$ cat src/hdl/assert_macros.svh
// Assertion macros used by the RTL of the rotation matrix to quaternion unit.
`ifndef ASSERT_MACROS_SVH
`define ASSERT_MACROS_SVH
`ifndef SYNTHESIS
`define RMQ_ASSERT_SAME(label, ante, cons) \
  label: assert property (@(posedge clk) disable iff (rst) (ante) |-> (cons)) \
    else $error("rmq assertion failed");
`define RMQ_ASSERT_NEXT(label, ante, cons) \
  label: assert property (@(posedge clk) disable iff (rst) (ante) |=> (cons)) \
    else $error("rmq assertion failed");
`else
`define RMQ_ASSERT_SAME(label, ante, cons)
`define RMQ_ASSERT_NEXT(label, ante, cons)
`endif
`endif

$ cat src/hdl/rmq_pkg.sv
// Types and constants of the rotation matrix to quaternion unit.
`timescale 1ns / 1ps
package rmq_pkg;

  localparam int SQ_STAGES = 16;
  localparam int DV_STAGES = 17;
  localparam logic signed [18:0] Q_ONE = 19'sd16384;

  typedef enum logic [1:0] {
    BR_W = 2'd0,
    BR_X = 2'd1,
    BR_Y = 2'd2,
    BR_Z = 2'd3
  } branch_t;

  typedef struct packed {
    logic signed [15:0] m00;
    logic signed [15:0] m01;
    logic signed [15:0] m02;
    logic signed [15:0] m10;
    logic signed [15:0] m11;
    logic signed [15:0] m12;
    logic signed [15:0] m20;
    logic signed [15:0] m21;
    logic signed [15:0] m22;
  } in_t;

  typedef struct packed {
    logic signed [15:0] quat_x;
    logic signed [15:0] quat_y;
    logic signed [15:0] quat_z;
    logic signed [15:0] quat_w;
  } out_t;

  typedef struct packed {
    logic               valid;
    branch_t            br;
    logic               zero;
    logic signed [16:0] n0;
    logic signed [16:0] n1;
    logic signed [16:0] n2;
  } sq_side_t;

  typedef struct packed {
    logic        valid;
    branch_t     br;
    logic        zero;
    logic [14:0] own;
  } dv_side_t;

endpackage

$ cat src/hdl/rmq_div.sv
// Pipelined signed Q2.14 divider with saturation, one quotient bit per stage.
`timescale 1ns / 1ps
module rmq_div import rmq_pkg::*; (
  input  logic               clk,
  input  logic               en,
  input  logic signed [16:0] num,
  input  logic [16:0]        s,
  output logic signed [15:0] q
);

  logic [16:0] mag_in;
  logic [30:0] mag;
  logic        neg;
  logic        ovf;
  logic [16:0] sd;

  assign mag_in = num[16] ? 17'(-num) : num;

  always_ff @(posedge clk) begin
    if (en) begin
      mag <= {mag_in, 14'b0};
      neg <= num[16];
      ovf <= {2'b00, mag_in, 14'b0} >= {s, 16'b0};
      sd  <= s;
    end
  end

  logic [16:0] rem_s [0:16];
  logic [15:0] lo_s  [0:16];
  logic [15:0] q_s   [0:16];
  logic [16:0] s_s   [0:16];
  logic        neg_s [0:16];
  logic        ovf_s [0:16];

  assign rem_s[0] = {2'b00, mag[30:16]};
  assign lo_s[0]  = mag[15:0];
  assign q_s[0]   = '0;
  assign s_s[0]   = sd;
  assign neg_s[0] = neg;
  assign ovf_s[0] = ovf;

  for (genvar k = 0; k < 16; k++) begin : g_stage
    logic [17:0] rem2;
    logic        ge;
    assign rem2 = {rem_s[k], lo_s[k][15]};
    assign ge   = rem2 >= {1'b0, s_s[k]};
    always_ff @(posedge clk) begin
      if (en) begin
        rem_s[k+1] <= ge ? 17'(rem2 - {1'b0, s_s[k]}) : rem2[16:0];
        lo_s[k+1]  <= {lo_s[k][14:0], 1'b0};
        q_s[k+1]   <= {q_s[k][14:0], ge};
        s_s[k+1]   <= s_s[k];
        neg_s[k+1] <= neg_s[k];
        ovf_s[k+1] <= ovf_s[k];
      end
    end
  end

  always_comb begin
    if (!neg_s[16]) begin
      q = (ovf_s[16] || q_s[16][15]) ? 16'sh7fff : signed'(q_s[16]);
    end else if (ovf_s[16] || q_s[16] > 16'h8000) begin
      q = 16'sh8000;
    end else begin
      q = signed'(16'(-q_s[16]));
    end
  end

endmodule

$ cat config.mk
export PLATFORM = sky130hd
export DESIGN_NAME = rmq_div
export DESIGN_NICKNAME = d
export VERILOG_FILES = /design/src/hdl/assert_macros.svh /design/src/hdl/rmq_pkg.sv /design/src/hdl/rmq_div.sv
export SDC_FILE = /design/constraint.sdc
export NUM_CORES = 1
export LEC_CHECK = 0
export BUFFER_PORTS_ARGS = -buffer_cell sky130_fd_sc_hd__buf_2
export CAP_MARGIN = 20
export CORE_UTILIZATION = 58
export DETAILED_ROUTE_END_ITERATION = 6
export GPL_TIMING_DRIVEN = 0
export HOLD_SLACK_MARGIN = 0.1
export PLACE_DENSITY = 0.77
export SLEW_MARGIN = 20
export SYNTH_ARGS = -nofsm -noshare
export SYNTH_HDL_FRONTEND = slang
export SYNTH_SLANG_ARGS = --single-unit
$ cat constraint.sdc
create_clock -name clk -period 2.75 [get_ports clk]
set_clock_uncertainty 0.05 [all_clocks]
set_input_delay 0.275 -clock clk [delete_from_list [all_inputs] [get_ports clk]]
set_output_delay 0.275 -clock clk [all_outputs]
set_load 0.02 [all_outputs]
* After elaboration in Yosys (flattened, before gate mapping)
Cells that the tools add are included.
Cells by class: reductions and logical operators 2, $lt $le $gt $ge 18, mux-type cells 19, add/sub/neg operators 17
Operator list (number):
- $ge A18 B17 Y1 | 15
- $mux W17 | 15
- $sub A17 B17 Y17 | 14
- $mux W16 | 4
- $ge A31 B33 Y1 | 1
- $ge A16 B17 Y1 | 1
- $neg A17 Y17 | 1
- $sub A16 B17 Y17 | 1
- $gt A16 B16 Y1 const B | 1
- $neg A16 Y16 | 1
- $logic_or A1 B1 Y1 | 2
Storage, ports and cells: logic and storage cells 153, bits in registers 715, input port bits 36

* Longest topological paths before layout
depth in word-level cells 4, gate-level depth with buffers 15, depth with buffers taken out 15

* Worst setup path before layout
OpenSTA, ideal clock, no wires.
path kind flip-flop to output port, start point register q_s[1] in the netlist's numbering, end point output q[10], stages on the path, launching flop included 10, setup slack -0.186 ns, arrival 2.611 ns, cells stage by stage edfxtp_1 > inv_1 > ha_1 > or3b_1 > or3_4 > o41ai_2 > nand2b_1 > inv_2 > nand2_4 > o311ai_1
On the way: longest elaborated chain between the ends 4, elaborated cells on any way between the ends 5, those cells by class add/sub: 1; order compare: 1; mux: 2; reduce/logical: 1
Ends and longest elaborated chain:
- start: declaration | RTL line rmq_div.sv:30 | logic [15:0] q_s [0:16];
- start signal: indexed assignment | RTL line rmq_div.sv:51 | q_s[k+1] <= {q_s[k][14:0], ge};
- $gt A16 B16 Y1 | RTL line rmq_div.sv:62 | end else if (ovf_s[16] || q_s[16] > 16'h8000) begin
- $logic_or A1 B1 Y1 | RTL line rmq_div.sv:62
- $mux W16 (*) | RTL line rmq_div.sv:62
- $mux W16 (*) | RTL line rmq_div.sv:60 | if (!neg_s[16]) begin
- end: declaration | RTL line rmq_div.sv:8 | output logic signed [15:0] q
Every way passes the cells marked *; elsewhere a longest branch is shown, timed or not.

* Final worst setup path
start point register q_s[0] in the netlist's numbering, end point output q[12]
Same word-level chain as after synthesis.

==> flow_metrics.env <==
export IMPL_peak_supply_drop_mv=0.6256
export IMPL_rsz_0062_raised_after_global_routing="yes"
export IMPL_grt_util_all_layers=0.2510
export IMPL_htree_num_levels=3
export IMPL_final_count_of_pins_violating_max_slew=0
export IMPL_worst_hold_slack_ps=129.7
export IMPL_holdCritPathClass="in2reg"
export IMPL_synth_largest_area_cell="sky130_fd_sc_hd__edfxtp_1"
export IMPL_clk_transition_reported_paths_ps=60
export IMPL_critical_path_arrival_ps=3480
export IMPL_max_clock_path_buffers=3
export IMPL_min_tclk_post_route_ps=3806
export IMPL_synth_cell_area_um2=38960
export IMPL_syn_inst=3325
export IMPL_die_h_um=261.2
export IMPL_max_clock_freq_mhz=262.8
export IMPL_n_fill_cell=4105
export IMPL_cts_root_buffer_cell="sky130_fd_sc_hd__clkbuf_16"
export IMPL_grt_antenna_before_repair=0
export IMPL_holdPathEnd="mag[24]"
export IMPL_detailroute_via_count=27460
export IMPL_ys_seq_elements=715
export IMPL_number_of_synthesized_flops_with_an_enable_pin=715
export IMPL_setup_ws_ps=-1056
export IMPL_vias_per_cell=5.979
export IMPL_worst_setup_path_end_kind="output pin"
export IMPL_first_pass_grt_wire_length_mm=135.5
export IMPL_critical_path_cell_chain="inv_2 > ha_4 > or3b_4 > or3_4 > o41ai_4 > nand2b_4 > clkbuf_8 > o21ai_1 > nand2_1 > o311ai_4 > buf_6"
export IMPL_slew_headroom=0.2332
export IMPL_maximum_number_of_pins_on_one_net_before_global_route_repair=112
export IMPL_power_mw=52.74
export IMPL_post_place_cells=4248
export IMPL_yosys_cell_count_top_type="sky130_fd_sc_hd__edfxtp_1"
export IMPL_worst_path_largest_cell_delay_ps=470
export IMPL_powerDensity_nw_per_um2=1106
export IMPL_cts_tree="yes"
export IMPL_numPortBuffers=51
export IMPL_setup_worst_path_start_class="flop"
export IMPL_detail_route_wl_per_cell_um=19.71
export IMPL_cts_made_buffers=75
export IMPL_synth_nets=3663
export IMPL_clk_insertion_delay_late_ps=640
export IMPL_synth_yosys_seq_area_share=0.5511
export IMPL_per_instance_average_area_after_synthesis_um2=11.72
export IMPL_hold_path_depth=3
export IMPL_synthToLayoutAreaGrowth_pct=22.37
export IMPL_floorplan_initialDensity=0.5894
export IMPL_ys_flop_type="sky130_fd_sc_hd__edfxtp_1"
export IMPL_post_dp_cell_area_um2=40630
export IMPL_core_region_area_um2=66100
export IMPL_postLayoutCoreUtil=0.7212
export IMPL_critPathSlowestCell="sky130_fd_sc_hd__edfxtp_1"
export IMPL_synth_common_cells="sky130_fd_sc_hd__edfxtp_1, sky130_fd_sc_hd__inv_1, sky130_fd_sc_hd__ha_1"
export IMPL_regToRegEndpoint="g_stage[4].rem2[16]"
export IMPL_async_reset_ff_frac=0
export IMPL_pre_cts_slack_ps=-712.2
export IMPL_io_pins=52
export IMPL_antenna_left=0
export IMPL_critPathMaxFanout=5
export IMPL_finalNetCount=4011
export IMPL_timing_final_crit_share=1.384
export IMPL_worstHoldStart="num[9]"
export IMPL_drt_first_pass_iters=7
export IMPL_die_width_um=261.2
export IMPL_register_area_um2=21470
export IMPL_detail_route_drc_violations=5
export IMPL_core_rowCount=94
export IMPL_cap_violations=0
export IMPL_gp_congestion=0.9044
export IMPL_dp_final_hpwl_mm=57.18
export IMPL_area_of_the_die_um2=68210
export IMPL_drt_initial_drc_count=2629
export IMPL_layout_cell_area_non_filler_um2=47670
export IMPL_worstSetupPathType="reg2out"
export IMPL_yosys_warning_count=0
export IMPL_drive_above_1_share=0.2175
export IMPL_worstReg2RegStart="g_stage[3].rem2[1]"
export IMPL_cts_sink_count=715
export IMPL_netlist_cell_type_count=82
export IMPL_yosys_area_top_type_share=0.5511
export IMPL_critical_path_required_ps=2420
export IMPL_worst_r2r_path_depth=10
export IMPL_power_leakage_nw=18.91
export IMPL_failed_checks="design-rule violations, negative setup slack"
export IMPL_grt_overflow_total=0
export IMPL_outcome="finished with violations"
export IMPL_antenna_cells=0
export IMPL_number_of_global_route_vias_before_repair=26110
export IMPL_reg2reg_setup_slack_ps=-210
export IMPL_multi_input_comb_area_um2=18000
export IMPL_setup_tns_final_ps=-25360
export IMPL_hold_viol=0
export IMPL_route_final_wire_length_mm=90.55
export IMPL_ys_top_cells_by_area="sky130_fd_sc_hd__edfxtp_1, sky130_fd_sc_hd__ha_1, sky130_fd_sc_hd__inv_1"
export IMPL_worst_slew_pin_transition_ps=1150
export IMPL_setup_viol=123
export IMPL_finish_cell_count_without_fillers=4593
## how the worst max path moves through the flow
| stage | start | endpoint | slack [ps] | cells past startpoint |
|---|---|---|---|---|
| finish | q_s[0] | q[12] | -1060 | 11 |
| global route | q_s[0] | q[9] | -1130 | 11 |
| CTS | q_s[0] | q[13] | -790 | 10 |
| detailed placement | en | s_s[106] | -710 | 7 |
| global placement | en | s_s[106] | -9180 | 1 |
| floorplan | q_s[1] | q[11] | -170 | 9 |
## registers in the layout (all words and copies together), names as in the netlist
signal,flops
s_s,255
g_stage.rem2,256
ovf,1
sd,17
neg_s,16
mag,17
q_s,136
ovf_s,16
neg,1
## power by group
part	switching (mW)	internal (mW)	leakage, nW
combinational	12.7	12.0	10.7
sequential	1.56	15.6	6.99
clock	4.35	6.49	1.28
## routing by layer
metal  GRT usage  wire (um)  vias up
met2      0.4256      45110      960
met5           0          0        -
li1            -          -    13030
met1      0.3324      37910    13270
met4     0.08527       2614        0
met3     0.03494       4922      198
## layout make-up
cell class,instances,share of cell area
inverters,362,0.02890
repair buffers,281,0.05575
well taps,864,0.02268
plain buffers,42,0.008792
clock buffers,85,0.04016
flip-flops and latches,715,0.4504
multi-input cells,2196,0.3775
clock inverters,48,0.01585
## kinds of logic (layout without fill, tap and decap cells)
logic type | count (synthesis) | after routing | share of synthesized area
mux | 119 | 119 | 0.03420
simple gates | 752 | 753 | 0.09433
flops | 715 | 715 | 0.5511
fa+ha+maj | 302 | 302 | 0.09988
buf+inv | 415 | 818 | 0.04130
compound gates | 843 | 843 | 0.1389
xor+xnor | 179 | 179 | 0.04024
## critical path, delay by kind of cell (launching register included)
family          cells  cell delay, ps
simple gates        4            1130
compound gates      3             610
buf+inv             3             490
flops               1             470
fa+ha+maj           1             150
## cell usage in the layout (no fill, tap or decap), drive strengths merged, types with 48 or more instances in the layout
| cell type | count |
|---|---|
| edfxtp | 715 |
| inv | 360 |
| ha | 287 |
| buf | 260 |
| o21ai | 239 |
| nor2 | 218 |
| a21oi | 214 |
| nand2 | 206 |
| mux2 | 113 |
| xnor2 | 112 |
| clkbuf | 108 |
| nor3 | 80 |
| o21a | 67 |
| xor2 | 67 |
| nand2b | 48 |
## timing repair
action / CTS / global route
buffers inserted: 111 / 65
cloned: 5 / 6
pin swaps: 95 / 114
endpoints found under the hold margin: 60 / 0
hold buffers: 40 / 0
resized for setup: 326 / 308
setup endpoints to repair: 375 / 269
Power figures use the tool's default switching activity.
