===== config.mk =====
export PLATFORM = sky130hd
export DESIGN_NAME = rmq_sqrt
export DESIGN_NICKNAME = d
export VERILOG_FILES = /design/src/hdl/assert_macros.svh /design/src/hdl/rmq_pkg.sv /design/src/hdl/rmq_sqrt.sv
export SDC_FILE = /design/constraint.sdc
export NUM_CORES = 1
export LEC_CHECK = 0
export BUFFER_PORTS_ARGS = -buffer_cell sky130_fd_sc_hd__buf_2
export CORE_UTILIZATION = 65
export CTS_BUF_LIST = sky130_fd_sc_hd__clkbuf_2 sky130_fd_sc_hd__clkbuf_4 sky130_fd_sc_hd__clkbuf_8
export DETAILED_ROUTE_END_ITERATION = 12
export PLACE_DENSITY = 0.82
export SYNTH_ARGS = -nofsm -noshare
export SYNTH_HDL_FRONTEND = slang
export SYNTH_SLANG_ARGS = --single-unit

===== constraint.sdc =====
create_clock -name clk -period 6.1 [get_ports clk]
set_clock_uncertainty 0.1 [all_clocks]
set_input_delay 0.61 -clock clk [delete_from_list [all_inputs] [get_ports clk]]
set_output_delay 0.61 -clock clk [all_outputs]
set_load 0.02 [all_outputs]

===== src/hdl/assert_macros.svh =====
// Assertion macros used by the RTL of the rotation matrix to quaternion unit.
`ifndef ASSERT_MACROS_SVH
`define ASSERT_MACROS_SVH
`ifndef SYNTHESIS
`define RMQ_ASSERT_SAME(label, ante, cons) \
  label: assert property (@(posedge clk) disable iff (rst) (ante) |-> (cons)) \
    else $error("rmq assertion failed");
`define RMQ_ASSERT_NEXT(label, ante, cons) \
  label: assert property (@(posedge clk) disable iff (rst) (ante) |=> (cons)) \
    else $error("rmq assertion failed");
`else
`define RMQ_ASSERT_SAME(label, ante, cons)
`define RMQ_ASSERT_NEXT(label, ante, cons)
`endif
`endif


===== src/hdl/rmq_pkg.sv =====
// Types and constants of the rotation matrix to quaternion unit.
`timescale 1ns / 1ps
package rmq_pkg;

  localparam int SQ_STAGES = 16;
  localparam int DV_STAGES = 17;
  localparam logic signed [18:0] Q_ONE = 19'sd16384;

  typedef enum logic [1:0] {
    BR_W = 2'd0,
    BR_X = 2'd1,
    BR_Y = 2'd2,
    BR_Z = 2'd3
  } branch_t;

  typedef struct packed {
    logic signed [15:0] m00;
    logic signed [15:0] m01;
    logic signed [15:0] m02;
    logic signed [15:0] m10;
    logic signed [15:0] m11;
    logic signed [15:0] m12;
    logic signed [15:0] m20;
    logic signed [15:0] m21;
    logic signed [15:0] m22;
  } in_t;

  typedef struct packed {
    logic signed [15:0] quat_x;
    logic signed [15:0] quat_y;
    logic signed [15:0] quat_z;
    logic signed [15:0] quat_w;
  } out_t;

  typedef struct packed {
    logic               valid;
    branch_t            br;
    logic               zero;
    logic signed [16:0] n0;
    logic signed [16:0] n1;
    logic signed [16:0] n2;
  } sq_side_t;

  typedef struct packed {
    logic        valid;
    branch_t     br;
    logic        zero;
    logic [14:0] own;
  } dv_side_t;

endpackage


===== src/hdl/rmq_sqrt.sv =====
// Pipelined integer square root, one result bit per stage.
`timescale 1ns / 1ps
module rmq_sqrt import rmq_pkg::*; (
  input  logic        clk,
  input  logic        en,
  input  logic [30:0] rad,
  output logic [15:0] root
);

  logic [15:0] root_s [0:16];
  logic [17:0] rem_s  [0:16];
  logic [31:0] n_s    [0:16];

  assign root_s[0] = '0;
  assign rem_s[0]  = '0;
  assign n_s[0]    = {1'b0, rad};

  for (genvar k = 0; k < 16; k++) begin : g_stage
    logic [19:0] rem2;
    logic [19:0] trial;
    logic        ge;
    assign rem2  = {rem_s[k], n_s[k][31:30]};
    assign trial = {2'b00, root_s[k], 2'b01};
    assign ge    = rem2 >= trial;
    always_ff @(posedge clk) begin
      if (en) begin
        root_s[k+1] <= {root_s[k][14:0], ge};
        rem_s[k+1]  <= ge ? 18'(rem2 - trial) : rem2[17:0];
        n_s[k+1]    <= {n_s[k][29:0], 2'b00};
      end
    end
  end

  assign root = root_s[16];

endmodule


## Word level (Yosys, flattened, before mapping)

Cells that the tools add are included.

- Multiplexer cells: 15
- Add/sub/neg operators: 15
- Magnitude comparators: 16

Operators by type and width:

| operator | count |
|---|---|
| 2-to-1 mux 18 bit | 14 |
| >= comparator 20 x 10 -> 1 bit | 1 |
| >= comparator 20 x 11 -> 1 bit | 1 |
| >= comparator 20 x 12 -> 1 bit | 1 |
| >= comparator 20 x 13 -> 1 bit | 1 |
| >= comparator 20 x 14 -> 1 bit | 1 |
| >= comparator 20 x 15 -> 1 bit | 1 |
| >= comparator 20 x 16 -> 1 bit | 1 |
| >= comparator 20 x 17 -> 1 bit | 1 |
| >= comparator 20 x 3 -> 1 bit | 1 |
| >= comparator 20 x 4 -> 1 bit | 1 |
| >= comparator 20 x 5 -> 1 bit | 1 |
| >= comparator 20 x 6 -> 1 bit | 1 |
| >= comparator 20 x 7 -> 1 bit | 1 |
| >= comparator 20 x 8 -> 1 bit | 1 |
| >= comparator 20 x 9 -> 1 bit | 1 |
| subtractor 18 x 10 -> 18 bit | 1 |
| subtractor 18 x 11 -> 18 bit | 1 |
| subtractor 18 x 12 -> 18 bit | 1 |
| subtractor 18 x 13 -> 18 bit | 1 |
| subtractor 18 x 14 -> 18 bit | 1 |
| subtractor 18 x 15 -> 18 bit | 1 |
| subtractor 18 x 16 -> 18 bit | 1 |
| subtractor 18 x 3 -> 18 bit | 1 |
| 9 further kinds | 9 |

- Word-level logic and storage cells: 93
- Input bits: 33
- Bits in registers: 630
- Output and inout port bits: 16

## Depth between registers and ports, before layout

- Depth after elaboration: 2
- Mapped depth: 11
- Gate-level depth less buffers: 10

## Worst setup path after synthesis

OpenSTA, ideal clock, no wires.

- Path type: flip-flop to flip-flop
- Start: register rem_s (netlist bit g_stage[9].rem2[5])
- End: register rem_s (netlist bit g_stage[10].rem2[9]), data pin
- Arrival time: 2.381 ns
- Setup slack: 3.357 ns
- Stages on the path, launching flop included: 9
- Library setup time: 0.262 ns
- Data required time: 5.738 ns
- Period minus slack after synthesis: 2.743 ns
- Buffers on the path: 1
- Cell sequence: edfxtp_1 > ha_1 > a211oi_1 > nor2_1 > o31a_1 > or3_1 > or2_1 > clkbuf_1 > mux2_1

- Longest elaborated chain between the ends: 2
- Elaborated cells between the ends (all ways): 3
- Those cells by class: add/sub (1); order compare (1); mux (1)

Ends and longest elaborated chain:

| element | line | text |
|---|---|---|
| start, declared | rmq_sqrt.sv:11 | `logic [17:0] rem_s [0:16];` |
| start signal, assigned by index | rmq_sqrt.sv:28 | `rem_s[k+1] <= ge ? 18'(rem2 - trial) : rem2[17:0];` |
| subtractor 18 x 11 -> 18 bit or >= comparator 20 x 11 -> 1 bit (tied branches) | rmq_sqrt.sv:28, rmq_sqrt.sv:24 |  |
| 2-to-1 mux 18 bit (*) | rmq_sqrt.sv:28 |  |

Mark *: on every way between the ends. The rest lies on a longest branch, timed or not.
A chain may end at the register's enable or synchronous reset.

## Worst setup path after layout

- Start: register rem_s (netlist bit g_stage[10].rem2[5])
- End: register rem_s (netlist bit g_stage[11].rem2[17]), data pin

- Longest elaborated chain between the ends: 2
- Elaborated cells between the ends (all ways): 3
- Those cells by class: add/sub (1); order compare (1); mux (1)

Ends and longest elaborated chain:

| element | line |
|---|---|
| subtractor 18 x 12 -> 18 bit or >= comparator 20 x 12 -> 1 bit (tied branches) | rmq_sqrt.sv:28, rmq_sqrt.sv:24 |
| 2-to-1 mux 18 bit (*) | rmq_sqrt.sv:28 |

Marked as above.

==> impl_summary.log <==
INFO  metric cts-buffers-inserted = slightly below 100
INFO  metric drt_iter0_drc = between 1000 and 1500
INFO  metric worstPathArrival = between 3 and 4 ns
INFO  metric coreArea = approximately 43000 sq um
INFO  metric fp.dieArea = around 45000 sq um
INFO  metric slew_headroom = 22.2%
INFO  metric die_w = roughly 210 microns
INFO  metric synth-compound-area-share = under 10%
INFO  metric final_hold_violating_endpoints = 0
INFO  metric clk_pin_slew = about 0.06 ns
INFO  metric result_of_the_run = finished clean
INFO  metric timing.setup.tns = 0 ns
INFO  metric placement_rows = 76
INFO  metric power.density_cell_area = around 330 nW/um^2
INFO  metric main_combinational_cell_family_by_area_after_synthesis = simple AND/OR/NAND/NOR gates
INFO  metric crit_required = 6.40 ns
INFO  metric ir_worst_vdd = between 0.0002 and 0.0003 V
INFO  metric yosys.area_share.adder = 6.69%
INFO  metric grt_setup_unrepaired = no
INFO  metric via_count_of_the_first_global_routing_pass = ~17000
INFO  metric yosysSeqAreaShare = between 60 and 70%
INFO  metric portion_of_synthesized_cell_area_occupied_by_the_leading_cell_type = between 60% and 70%
INFO  metric startpoint_type = flip-flop
INFO  metric post-synth-top-area-cell = sky130_fd_sc_hd__edfxtp_1
INFO  metric synth_top_flop_cell = sky130_fd_sc_hd__edfxtp_1
INFO  metric layout.area.seq = between 15000 and 20000 sq um
INFO  metric floorplan.io_pins = 49
INFO  metric route.detailed.vias_per_inst = 5.75
INFO  metric critPathKind = flip-flop to flip-flop
INFO  metric initial_antenna_violation_count = 0
INFO  metric initial_util = 66.0%
INFO  metric layout.cells.non_filler = between 2000 and 3000
INFO  metric portBuffers = 48
INFO  metric synth_cell_area = between 20000 and 30000 sq um
INFO  metric hpwl = approximately 34000 microns
INFO  metric postSynthCellCount = approximately 2100
INFO  metric htree_num_levels = 3
INFO  metric ys_warn_count = 0
INFO  metric clk-insertion-delay-late = 0.69 ns
INFO  metric timing.critical_path.fanout_max = 24
INFO  metric totalWireLength = around 50000 microns
INFO  metric cts.root.buffer_cell = sky130_fd_sc_hd__clkbuf_8
INFO  metric p_total = around 10 mW
INFO  metric post_synth_num_cell_types = between 70 and 80
INFO  metric detailed_route_wire_length_per_cell = 17.2 microns
INFO  metric synth_enable_flop_cells = between 600 and 700
INFO  metric setup_viol = 0
INFO  metric final_cell_mix = sky130_fd_sc_hd__edfxtp_1, sky130_fd_sc_hd__inv_1, sky130_fd_sc_hd__nor2_1, sky130_fd_sc_hd__ha_1, sky130_fd_sc_hd__a21oi_1
INFO  metric netlist_top_cells_area = sky130_fd_sc_hd__edfxtp_1, sky130_fd_sc_hd__ha_1, sky130_fd_sc_hd__xnor2_1, sky130_fd_sc_hd__xor2_1, sky130_fd_sc_hd__inv_1
INFO  metric synth_async_sr_flop_share = 0%
INFO  metric filler_cell_count = approximately 2700
INFO  metric pin_count_of_the_biggest_net_entering_global_routing = 159
INFO  metric multi_input_area = 8960 sq um
INFO  metric p_leak = around 12 nW
INFO  metric timing.hold.worst.class = flip-flop to flip-flop
INFO  metric routed-via-count = 16800
INFO  metric period_utilisation_layout = approximately three fifths
INFO  metric max_freq = roughly 280 MHz
INFO  metric drt_first_pass_iters = 5
INFO  metric report.final.slew_viol_count = 0
INFO  metric synth.area.mux_share = under 10%
INFO  metric worstMarginPinSlew = ~1.2 ns
INFO  metric global_route.usage.total = 23.3%
INFO  metric cts_tree = done
INFO  metric timing.max_cap.violations = 0
INFO  metric postCtsSetupBuffers = 0
INFO  metric antennaDiodeCount = 0
INFO  metric synth_fp_nets = around 2300
INFO  metric placer_s_final_routability_congestion_estimate = between 0.9 and 1
INFO  metric cts.sinks = approximately 620
INFO  metric grt_overflow_total = 0
INFO  metric floorplan.die.height = ~210 microns
INFO  metric timing.critical_path.to_type = flip-flop
INFO  metric finish.net_count = roughly 2500
INFO  metric grt_first_pass_wirelength = 82500 microns
INFO  metric synth-xor-area-share = under 10%
INFO  metric dp.cells = about 2700
INFO  metric final_common_cell = sky130_fd_sc_hd__edfxtp_1
INFO  metric avgSynthCellArea = roughly 13 sq um
INFO  metric max-clock-path-buffers = 3
INFO  metric drc_errors = 0
INFO  metric synth_simple_gate_area_share = under 10%
INFO  metric yosys_register_bits = 622
INFO  metric layout-drive-gt1-share = between 10% and 20%
INFO  metric syn2layout_area_growth = 10.9%
INFO  metric finalWorstPathRequiredPeriod = 3.56 ns
INFO  metric postRouteAntennaNets = 0
-- worst paths after layout --
path | depth (start not counted) | startpoint | slack, ns | endpoint
worst max register to register | 8 | g_stage[10].rem2[5] | 2.54 | g_stage[11].rem2[17]
worst min register to register | 0 | n_s[436] | 0.30 | n_s[406]
worst max-delay path | 8 | g_stage[10].rem2[5] | 2.54 | g_stage[11].rem2[17]
worst min-delay path | 0 | n_s[436] | 0.30 | n_s[406]
-- cells by family after synthesis --
kind of cell	count (synthesis)
buffers and inverters	209
AND/OR/NAND/NOR	525
flip-flops	622
AO/OA/AOI/OAI	380
XOR/XNOR	185
adder cells (fa/ha/maj)	152
other	1
multiplexers	40
-- critical path: stages (launching register included) --
cell,delay [ns]
sky130_fd_sc_hd__edfxtp_1,0.40
sky130_fd_sc_hd__ha_1,0.43
sky130_fd_sc_hd__nand4_1,0.18
sky130_fd_sc_hd__a211oi_1,0.28
sky130_fd_sc_hd__nor3_1,0.18
sky130_fd_sc_hd__o21ai_2,0.79
sky130_fd_sc_hd__nand2_1,0.23
sky130_fd_sc_hd__a2111oi_0,0.59
sky130_fd_sc_hd__xor2_1,0.12
-- report_power, final --
part / leakage [nW] / internal, mW / switching [mW]
combinational: 5.29 / 0.676 / 0.869
clock: 0.971 / 1.76 / 1.58
sequential: 5.95 / 5.27 / 0.259
total: 12.2 / 7.71 / 2.71
-- final cells by class --
cell class	count	share of cell area, %
clock buffers	120	4.78
clock inverters	52	1.09
inverters	180	2.14
multi-input cells	1283	28.4
flip-flops and latches	622	59.2
well taps	585	2.32
repair buffers	85	2.04
-- flip-flops by register name, indices dropped and copies added, names as in the netlist --
name / flops
g_stage.trial: 120
n_s: 210
g_stage.rem2: 276
root: 16
-- routing by layer --
layer | part of all wire [%] | vias to the layer above | wire (microns) | track usage, %
met4 | 3.2 | 0 | 1590 | 9.10
met3 | 4.5 | 135 | 2260 | 4.59
met2 | 51 | 443 | 25600 | 40.2
li1 | - | 8142 | - | -
met5 | 0 | - | 0 | 0
met1 | 42 | 8110 | 21000 | 29.0
-- metrics by stage --
| step | utilization [%] | hold WS (ns) | cell area [sq um] | setup slack [ns] |
|---|---|---|---|---|
| after CTS | 73.2 | 0.314 | 31500 | 2.59 |
| after global routing | 73.2 | 0.310 | 31500 | 2.31 |
| after detailed placement | 68.2 | 0.305 | 29400 | 2.61 |
| after floorplan | - | 0.300 | 28400 | 3.36 |
| after global placement | 68.2 | 0.300 | 29400 | 2.66 |
| final | 73.2 | 0.296 | 31500 | 2.54 |
-- Yosys cell counts, types with 6 or more instances --
library cell               count
sky130_fd_sc_hd__mux2i_1       7
sky130_fd_sc_hd__clkbuf_1     19
sky130_fd_sc_hd__nor2_1      153
sky130_fd_sc_hd__inv_1       177
sky130_fd_sc_hd__edfxtp_1    622
sky130_fd_sc_hd__nand3_1      30
sky130_fd_sc_hd__nor4_1       28
sky130_fd_sc_hd__xnor2_1     103
sky130_fd_sc_hd__buf_2         8
sky130_fd_sc_hd__and3_1        6
sky130_fd_sc_hd__ha_1        152
sky130_fd_sc_hd__a31oi_1       7
sky130_fd_sc_hd__or4_1         8
sky130_fd_sc_hd__xor2_1       82
sky130_fd_sc_hd__o211ai_1     15
sky130_fd_sc_hd__o21a_1       19
sky130_fd_sc_hd__a211oi_1     16
sky130_fd_sc_hd__mux2_2       31
sky130_fd_sc_hd__nor3_1       47
sky130_fd_sc_hd__a21oi_1     130
sky130_fd_sc_hd__nand2b_1     36
sky130_fd_sc_hd__nand4_1      22
sky130_fd_sc_hd__nand2_1     116
sky130_fd_sc_hd__nor2b_1      17
sky130_fd_sc_hd__o31ai_1      10
sky130_fd_sc_hd__a21o_1       30
sky130_fd_sc_hd__o21ai_0      98
sky130_fd_sc_hd__or3_1        25
-- repair_timing --
| action | CTS | global route |
|---|---|---|
| hold endpoints to repair | 31 | 0 |
| hold buffers | 31 | 0 |
| gates resized for setup | 0 | 0 |
Note: power is estimated with default switching activity, not from simulation.
